<file path="config.mk">
export PLATFORM = sky130hd
export DESIGN_NAME = ordered_list_insert_search_top
export DESIGN_NICKNAME = d
export VERILOG_FILES = /design/src/rtl/olis_pkg.sv /design/src/rtl/olis_cell.sv /design/src/rtl/ordered_list_insert_search_top.sv
export SDC_FILE = /design/constraint.sdc
export NUM_CORES = 1
export LEC_CHECK = 0
export ABC_CLOCK_PERIOD_IN_PS = 7300
export BUFFER_PORTS_ARGS = -buffer_cell sky130_fd_sc_hd__buf_2
export CAP_MARGIN = 5
export CORE_ASPECT_RATIO = 1.1
export CORE_UTILIZATION = 35
export CTS_CLUSTER_DIAMETER = 150
export DETAILED_ROUTE_END_ITERATION = 8
export SETUP_SLACK_MARGIN = 0.15
export SLEW_MARGIN = 20
export SYNTH_ARGS = -nofsm -noshare
export SYNTH_HDL_FRONTEND = slang
export SYNTH_SLANG_ARGS = --single-unit
</file>
<file path="constraint.sdc">
create_clock -name i_clk -period 7.3 [get_ports i_clk]
set_input_delay 0.365 -clock i_clk [delete_from_list [all_inputs] [get_ports i_clk]]
set_output_delay 0.365 -clock i_clk [all_outputs]
set_load 0.05 [all_outputs]
</file>
<file path="src/rtl/olis_pkg.sv">
// shared types and constants for the ordered list with insert and search
package olis_pkg;

    localparam int CAPACITY = 16;
    localparam int SLOT_W   = $clog2(CAPACITY);
    localparam int IDX_W    = $clog2(CAPACITY + 1);

    // operation codes carried in the request
    typedef enum logic [2:0] {
        OP_INS_FIRST = 3'd0,
        OP_INS_END   = 3'd1,
        OP_INS_AT    = 3'd2,
        OP_DISPLAY   = 3'd3,
        OP_SEARCH    = 3'd4
    } t_op;

    // response status codes
    typedef enum logic [1:0] {
        ST_DONE  = 2'd0,
        ST_EMPTY = 2'd1,
        ST_RANGE = 2'd2,
        ST_FULL  = 2'd3
    } t_status;

    // controller states
    typedef enum logic {
        S_IDLE = 1'b0,
        S_DISP = 1'b1
    } t_state;

    typedef struct packed {
        logic [2:0]         opcode;
        logic signed [31:0] value;
        logic [IDX_W-1:0]   position;
    } t_req;

    typedef struct packed {
        t_status            status;
        logic               found;
        logic [IDX_W-1:0]   match_index;
        logic signed [31:0] element;
        logic [IDX_W-1:0]   element_index;
        logic               last;
    } t_rsp;

    // broadcast from the controller to every cell
    typedef struct packed {
        logic               ins_en;
        logic [SLOT_W-1:0]  slot;
        logic signed [31:0] value;
        logic [IDX_W-1:0]   length;
    } t_cell_ctl;

endpackage

</file>
<file path="src/rtl/olis_cell.sv">
// one list cell: holds one element, shifts in from its left neighbor, compares with the key
module olis_cell (
    input  logic                          i_clk,
    input  olis_pkg::t_cell_ctl           i_ctl,
    input  logic [olis_pkg::SLOT_W-1:0]   i_slot_id,
    input  logic signed [31:0]            i_left,
    output logic signed [31:0]            o_data,
    output logic                          o_match
);

    logic signed [31:0] r_data;

    // insert: take the new value at the target slot, shift back behind it
    always_ff @(posedge i_clk) begin
        if (i_ctl.ins_en) begin
            if (i_slot_id == i_ctl.slot) begin
                r_data <= i_ctl.value;
            end else if (i_slot_id > i_ctl.slot) begin
                r_data <= i_left;
            end
        end
    end

    // occupied cell holding the key
    assign o_match = ({1'b0, i_slot_id} < (olis_pkg::SLOT_W + 1)'(i_ctl.length))
                     && (r_data == i_ctl.value);
    assign o_data  = r_data;

endmodule

</file>
<file path="src/rtl/ordered_list_insert_search_top.sv">
// top level of the ordered list: cell chain, controller and response register
//
//  channel   direction  payload            handshake
//  request   in         i_req  (t_req)     i_req_valid / o_req_stall
//  response  out        o_rsp  (t_rsp)     o_rsp_valid / i_rsp_stall
//
// insert, search and unused codes each give one response; display of an empty
// list gives one response, otherwise one response per cycle while i_rsp_stall is
// low, list length responses in all; requests stall until the last is loaded
// the response register is a single stage: a new request is taken while the
// previous response is being accepted in the same cycle
// reset (synchronous, active low) empties the list; cell contents are not cleared
module ordered_list_insert_search_top (
    input  logic           i_clk,
    input  logic           i_rst_n,
    input  logic           i_req_valid,
    output logic           o_req_stall,
    input  olis_pkg::t_req i_req,
    output logic           o_rsp_valid,
    input  logic           i_rsp_stall,
    output olis_pkg::t_rsp o_rsp
);

    localparam int N  = olis_pkg::CAPACITY;
    localparam int SW = olis_pkg::SLOT_W;
    localparam int IW = olis_pkg::IDX_W;

    olis_pkg::t_state    r_state, n_state;
    logic [IW-1:0]       r_len, n_len;
    logic [SW-1:0]       r_cnt, n_cnt;
    logic                r_out_valid;
    olis_pkg::t_rsp      r_rsp, n_rsp;

    logic                w_out_free;
    logic                w_accept;
    logic                w_load;
    logic                w_ins_en;
    logic [SW-1:0]       w_slot;
    logic                w_disp_last;
    logic                w_hit;
    logic [SW-1:0]       w_first;
    olis_pkg::t_cell_ctl w_ctl;
    logic signed [31:0]  w_data [N];
    logic [N-1:0]        w_match;

    assign w_out_free  = !r_out_valid || !i_rsp_stall;
    assign w_accept    = i_req_valid && !o_req_stall;
    assign w_disp_last = ((IW)'(r_cnt) + (IW)'(1)) == r_len;

    // broadcast to the cells
    always_comb begin
        w_ctl.ins_en = w_ins_en;
        w_ctl.slot   = w_slot;
        w_ctl.value  = i_req.value;
        w_ctl.length = r_len;
    end

    // chain of cells, each fed by its left neighbor, the head by the request value
    for (genvar k = 0; k < N; k++) begin : g_cell
        logic signed [31:0] w_left;
        if (k == 0) begin : g_head
            assign w_left = i_req.value;
        end else begin : g_body
            assign w_left = w_data[k-1];
        end
        olis_cell u_cell (
            .i_clk     (i_clk),
            .i_ctl     (w_ctl),
            .i_slot_id (SW'(k)),
            .i_left    (w_left),
            .o_data    (w_data[k]),
            .o_match   (w_match[k])
        );
    end

    // first matching cell
    always_comb begin
        w_hit   = |w_match;
        w_first = '0;
        for (int i = N - 1; i >= 0; i--) begin
            if (w_match[i]) begin
                w_first = SW'(i);
            end
        end
    end

    // next state
    always_comb begin
        n_state = r_state;
        unique case (r_state)
            olis_pkg::S_IDLE: begin
                if (w_accept && i_req.opcode == olis_pkg::OP_DISPLAY && r_len != '0) begin
                    n_state = olis_pkg::S_DISP;
                end
            end
            olis_pkg::S_DISP: begin
                if (w_out_free && w_disp_last) begin
                    n_state = olis_pkg::S_IDLE;
                end
            end
            default: n_state = olis_pkg::S_IDLE;
        endcase
    end

    // outputs of the controller: stall, cell update, response and counters
    always_comb begin
        o_req_stall = (r_state != olis_pkg::S_IDLE) || !w_out_free;
        w_load      = 1'b0;
        w_ins_en    = 1'b0;
        w_slot      = '0;
        n_len       = r_len;
        n_cnt       = r_cnt;
        n_rsp       = '0;
        n_rsp.last  = 1'b1;
        unique case (r_state)
            olis_pkg::S_IDLE: begin
                if (w_accept) begin
                    w_load = 1'b1;
                    n_cnt  = '0;
                    unique case (i_req.opcode) inside
                        olis_pkg::OP_INS_FIRST, olis_pkg::OP_INS_END: begin
                            if (r_len >= IW'(N)) begin
                                n_rsp.status = olis_pkg::ST_FULL;
                            end else begin
                                w_ins_en = 1'b1;
                                w_slot   = (i_req.opcode == olis_pkg::OP_INS_FIRST)
                                           ? '0 : SW'(r_len);
                            end
                        end
                        olis_pkg::OP_INS_AT: begin
                            if (r_len == '0) begin
                                n_rsp.status = olis_pkg::ST_EMPTY;
                            end else if (i_req.position == '0 || i_req.position > r_len) begin
                                n_rsp.status = olis_pkg::ST_RANGE;
                            end else if (r_len >= IW'(N)) begin
                                n_rsp.status = olis_pkg::ST_FULL;
                            end else begin
                                w_ins_en = 1'b1;
                                w_slot   = SW'(i_req.position - IW'(1));
                            end
                        end
                        olis_pkg::OP_DISPLAY: begin
                            // empty list answers at once, otherwise streaming starts
                            if (r_len == '0) begin
                                n_rsp.status = olis_pkg::ST_EMPTY;
                            end else begin
                                w_load = 1'b0;
                            end
                        end
                        olis_pkg::OP_SEARCH: begin
                            if (r_len == '0) begin
                                n_rsp.status = olis_pkg::ST_EMPTY;
                            end else if (w_hit) begin
                                n_rsp.found       = 1'b1;
                                n_rsp.match_index = IW'(w_first) + IW'(1);
                            end
                        end
                        default: begin
                        end
                    endcase
                    if (w_ins_en) begin
                        n_len = r_len + IW'(1);
                    end
                end
            end
            olis_pkg::S_DISP: begin
                if (w_out_free) begin
                    w_load              = 1'b1;
                    n_rsp.element       = w_data[r_cnt];
                    n_rsp.element_index = IW'(r_cnt) + IW'(1);
                    n_rsp.last          = w_disp_last;
                    n_cnt               = r_cnt + SW'(1);
                end
            end
            default: begin
            end
        endcase
    end

    // control registers
    always_ff @(posedge i_clk) begin
        if (!i_rst_n) begin
            r_state     <= olis_pkg::S_IDLE;
            r_len       <= '0;
            r_cnt       <= '0;
            r_out_valid <= 1'b0;
        end else begin
            r_state <= n_state;
            r_len   <= n_len;
            r_cnt   <= n_cnt;
            if (w_load) begin
                r_out_valid <= 1'b1;
            end else if (!i_rsp_stall) begin
                r_out_valid <= 1'b0;
            end
        end
    end

    // response payload
    always_ff @(posedge i_clk) begin
        if (w_load) begin
            r_rsp <= n_rsp;
        end
    end

    assign o_rsp_valid = r_out_valid;
    assign o_rsp       = r_rsp;

    // list length stays within capacity
    a_len_bound: assert property (@(posedge i_clk) disable iff (!i_rst_n)
        r_len <= IW'(N))
        else $error("list length beyond capacity");

    // streaming only happens over a non-empty list
    a_disp_nonempty: assert property (@(posedge i_clk) disable iff (!i_rst_n)
        r_state == olis_pkg::S_DISP |-> r_len != '0)
        else $error("display of an empty list");

    // a successful insert grows the list by exactly one
    a_ins_grow: assert property (@(posedge i_clk) disable iff (!i_rst_n)
        w_ins_en |=> r_len == $past(r_len) + IW'(1))
        else $error("insert did not grow the list");

    // a reported match points inside the list
    a_match_idx: assert property (@(posedge i_clk) disable iff (!i_rst_n)
        o_rsp_valid && o_rsp.found |->
            o_rsp.match_index != '0 && o_rsp.match_index <= r_len)
        else $error("match index outside the list");

endmodule

</file>
==> summary.txt <==
Outcome
  – Outcome: finished, final reports clean

Route
  – DRT met1 WL: 48000 um
  – WL met3: 11600 um
  – Drc violations: 0
  – Routed WL: 124000 um
  – Via Count: 22.3k
  – Wire per inst: 32.9 um
  – Highest Signal Layer: met5
  – First-pass DRT Iterations: 5
  – Antenna Nets Post-Route: 0
  – Met2 wire length: 55900 um
  – DR vias/cell: 5.95
  – DRT iter0 DRCs: 2754

Worst setup path
  – FF-to-FF End: g_cell[5].u_cell.o_data[6]
  – CP Launch Type: flop
  – CP max-delay cell: nor2_4
  – Crit path buffers/inverters: 3
  – Setup slack, reg-to-reg: 1.76 ns
  – Critical Path AT: 5.77 ns
  – CP Cell Sequence: inv_1, ha_1, nor2b_1, o21a_1, o21a_1, o21ai_1, a22oi_1, or3_4, inv_1, o21ai_2, inv_2, nand2_1, nor2_4
  – Setup crit end kind: flop
  – Required time worst endpoint: 7.53 ns
  – Worst path max stage delay: 0.99 ns
  – Largest delay share family, worst path: simple AND/OR/NAND/NOR gates
  – CP Max Fanout: 37
  – R2R depth: 13
  – Crit path depth: 13
  – FF-to-FF Start: r_len[1]
  – Kind of critical path: reg -> reg

Placement
  – Post-DP Area: 35800 um^2
  – Post-DP HPWL: 89200 um
  – Routability cong.: 0.942
  – Buffers on Ports: 91
  – Placed instance count: 3629

Floorplanning
  – IO Count: 92
  – Die Ht: 329 um
  – Initial Util: 35.4%
  – Die W: 300 um
  – Core area: 96200 um^2
  – Die area: 98700 um^2
  – FP Rows: 119

STA
  – Fmax: 0.180 GHz
  – Final setup TNS: 0 ns
  – Pins Over Slew Limit: 0
  – Hold WS: 0.0488 ns
  – Worst slew pin tran: 1.14 ns
  – Tmin final: 5.54 ns
  – Final Skew: 0.0262 ns
  – Hold Violations, Final: 0
  – RSZ-0062 raised after global routing: no
  – Final Cycle Share: 75.9%
  – Final setup viols: 0
  – Slew margin rel.: 24.0%

Power
  – Worst VDD drop: 0.206 mV
  – Leak Pwr: 12.2 nW
  – Final Power: 7.88 mW
  – Pwr/cell area: 206 nW/um^2

Clock network
  – Number of CTS-inserted buffers: 67
  – CTS sink count: 569
  – H-tree Lvls: 3
  – CTS clock-pin slew for the worst setup and hold paths: 0.06 ns
  – Root Buffer: clkbuf_16
  – CTS tree: done
  – Number of hold buffers added after CTS: 0
  – Post-CTS setup buffers: 0
  – Clock Tree Buf Depth: 3
  – Post-CTS Resized: 0
  – Worst skew pair latency: 0.63 ns

Synthesis
  – Syn Inst Count: 2433
  – YS warnings: 0
  – Share of synthesized registers carrying an async set or reset: 0%
  – Top_reg_cell synth: edfxtp_1
  – Seq/Total Area, Yosys: 49.8%
  – Post-synth EDFFs: 558
  – Synth cell types: 59
  – Synthesized area: 34100 um^2
  – Syn Area/Cell: 14.0 um^2
  – Post-synthesis net count: 2488
  – Number of synthesized register bits: 569

GRT
  – First-pass GRT wire length: 173000 um
  – Vias in the first global route: 22.0k
  – Grt total ovfl: 0
  – Initial antenna violation count: 14
  – GRT Total Usage: 24.9%
  – Largest net degree at the start of global routing: 79

Cells and area
  – Final instance area: 38200 um^2
  – Layout Nets: 2485
  – Final Non-Filler Cells: 3752
  – Multi-input gate area: 16200 um^2
  – Area delta synth->final: 12.1%
  – # fillers: 8977
  – Fraction of layout cells with a size suffix above 1: 35.3%
  – Seq. cell area: 17000 um^2

Min path
  – Hold Path Depth: 3
  – Min-delay src: i_req_valid
  – Worst Hold End: o_rsp_valid
  – Worst hold path class: in -> reg

Flow run
  – Max-cap violations: 0
-- metal layers --
layer	vias to the layer above	global-route usage, %
li1	9207	-
met1	11537	32.3
met2	1341	38.4
met3	245	5.05
met4	8	15.0
met5	-	0
-- cells by family (layout without fill, tap and decap cells) --
group	after synthesis	count (layout)	synth area share (%)
other cells	0	1	0
xor+xnor	512	512	13.2
mux	612	612	25.5
compound gates	110	110	1.99
simple gates	357	357	5.89
buf+inv	262	310	3.31
flops	569	569	49.8
fa+ha+maj	11	11	0.404
-- per-stage QoR --
step,setup WS (ns),util (%)
6_report,1.76,39.7
5_1_grt,1.56,39.7
4_1_cts,1.74,39.7
3_5_place_dp,1.75,37.3
3_3_place_gp,1.77,37.2
2_1_floorplan,1.26,-
-- flip-flops by register name (all words and copies together), names as in the netlist --
signal                flops
o_rsp_valid               1
r_cnt                     4
g_cell.u_cell.o_data    512
o_rsp                    46
r_len                     5
r_state                   1
-- cells in the mapped netlist, types with 29 or more instances --
cell type  number  area share [%]
nand4_1        82             1.5
o21ai_0        36            0.53
buf_2         106             1.6
clkbuf_1      102             1.1
mux2_1         29            0.96
xnor2_1       288             7.4
nor4_1         65             1.2
mux2_2        415              14
xor2_1        224             5.8
mux4_2        160              11
and2_1         38            0.70
nand2_1        62            0.68
edfxtp_1      558              49
inv_1          37            0.41
-- where the power goes --
part / switching (mW) / internal (mW) / total (mW)
combinational: 0.397 / 0.180 / 0.578
clock: 1.45 / 2.19 / 3.64
sequential: 0.0464 / 3.62 / 3.66
total: 1.89 / 5.98 / 7.88
-- worst min-delay path: stages --
cell,delay (ns)
buf_2,0.12
nand2b_1,0.06
a21boi_0,0.07
-- worst max-delay path by stage --
stage / from / to / slack [ns]
2_1_floorplan: r_len[1] / g_cell[2].u_cell.o_data[0] / 1.26
3_3_place_gp: r_len[1] / g_cell[3].u_cell.o_data[2] / 1.77
3_5_place_dp: r_len[1] / g_cell[3].u_cell.o_data[10] / 1.75
4_1_cts: r_len[1] / g_cell[3].u_cell.o_data[1] / 1.74
5_1_grt: r_len[1] / g_cell[5].u_cell.o_data[18] / 1.56
6_report: r_len[1] / g_cell[5].u_cell.o_data[6] / 1.76
-- cell type report --
class	count	area share (%)
Antenna cell	1	0.00655
Tap cell	1270	4.16
Clock inverter	36	1.33
Inverter	37	0.363
Multi-Input combinational cell	1602	42.4
Sequential cell	569	44.5
Clock buffer	84	4.72
Timing Repair Buffer	153	2.56
-- cell usage in the layout, fill, tap and decap left out, types with 17 or more instances in the layout --
cell / instances
edfxtp_1: 558
mux2_2: 415
xnor2_1: 288
xor2_1: 224
mux4_2: 160
buf_2: 91
nand4_1: 82
clkbuf_16: 70
nor4_1: 65
nand2_1: 58
buf_4: 58
and2_1: 37
inv_1: 36
o21ai_0: 34
mux2_1: 29
nor2_1: 22
nand3_1: 21
nor3_1: 20
a21oi_1: 17
Note: power is estimated with default switching activity, not from simulation.
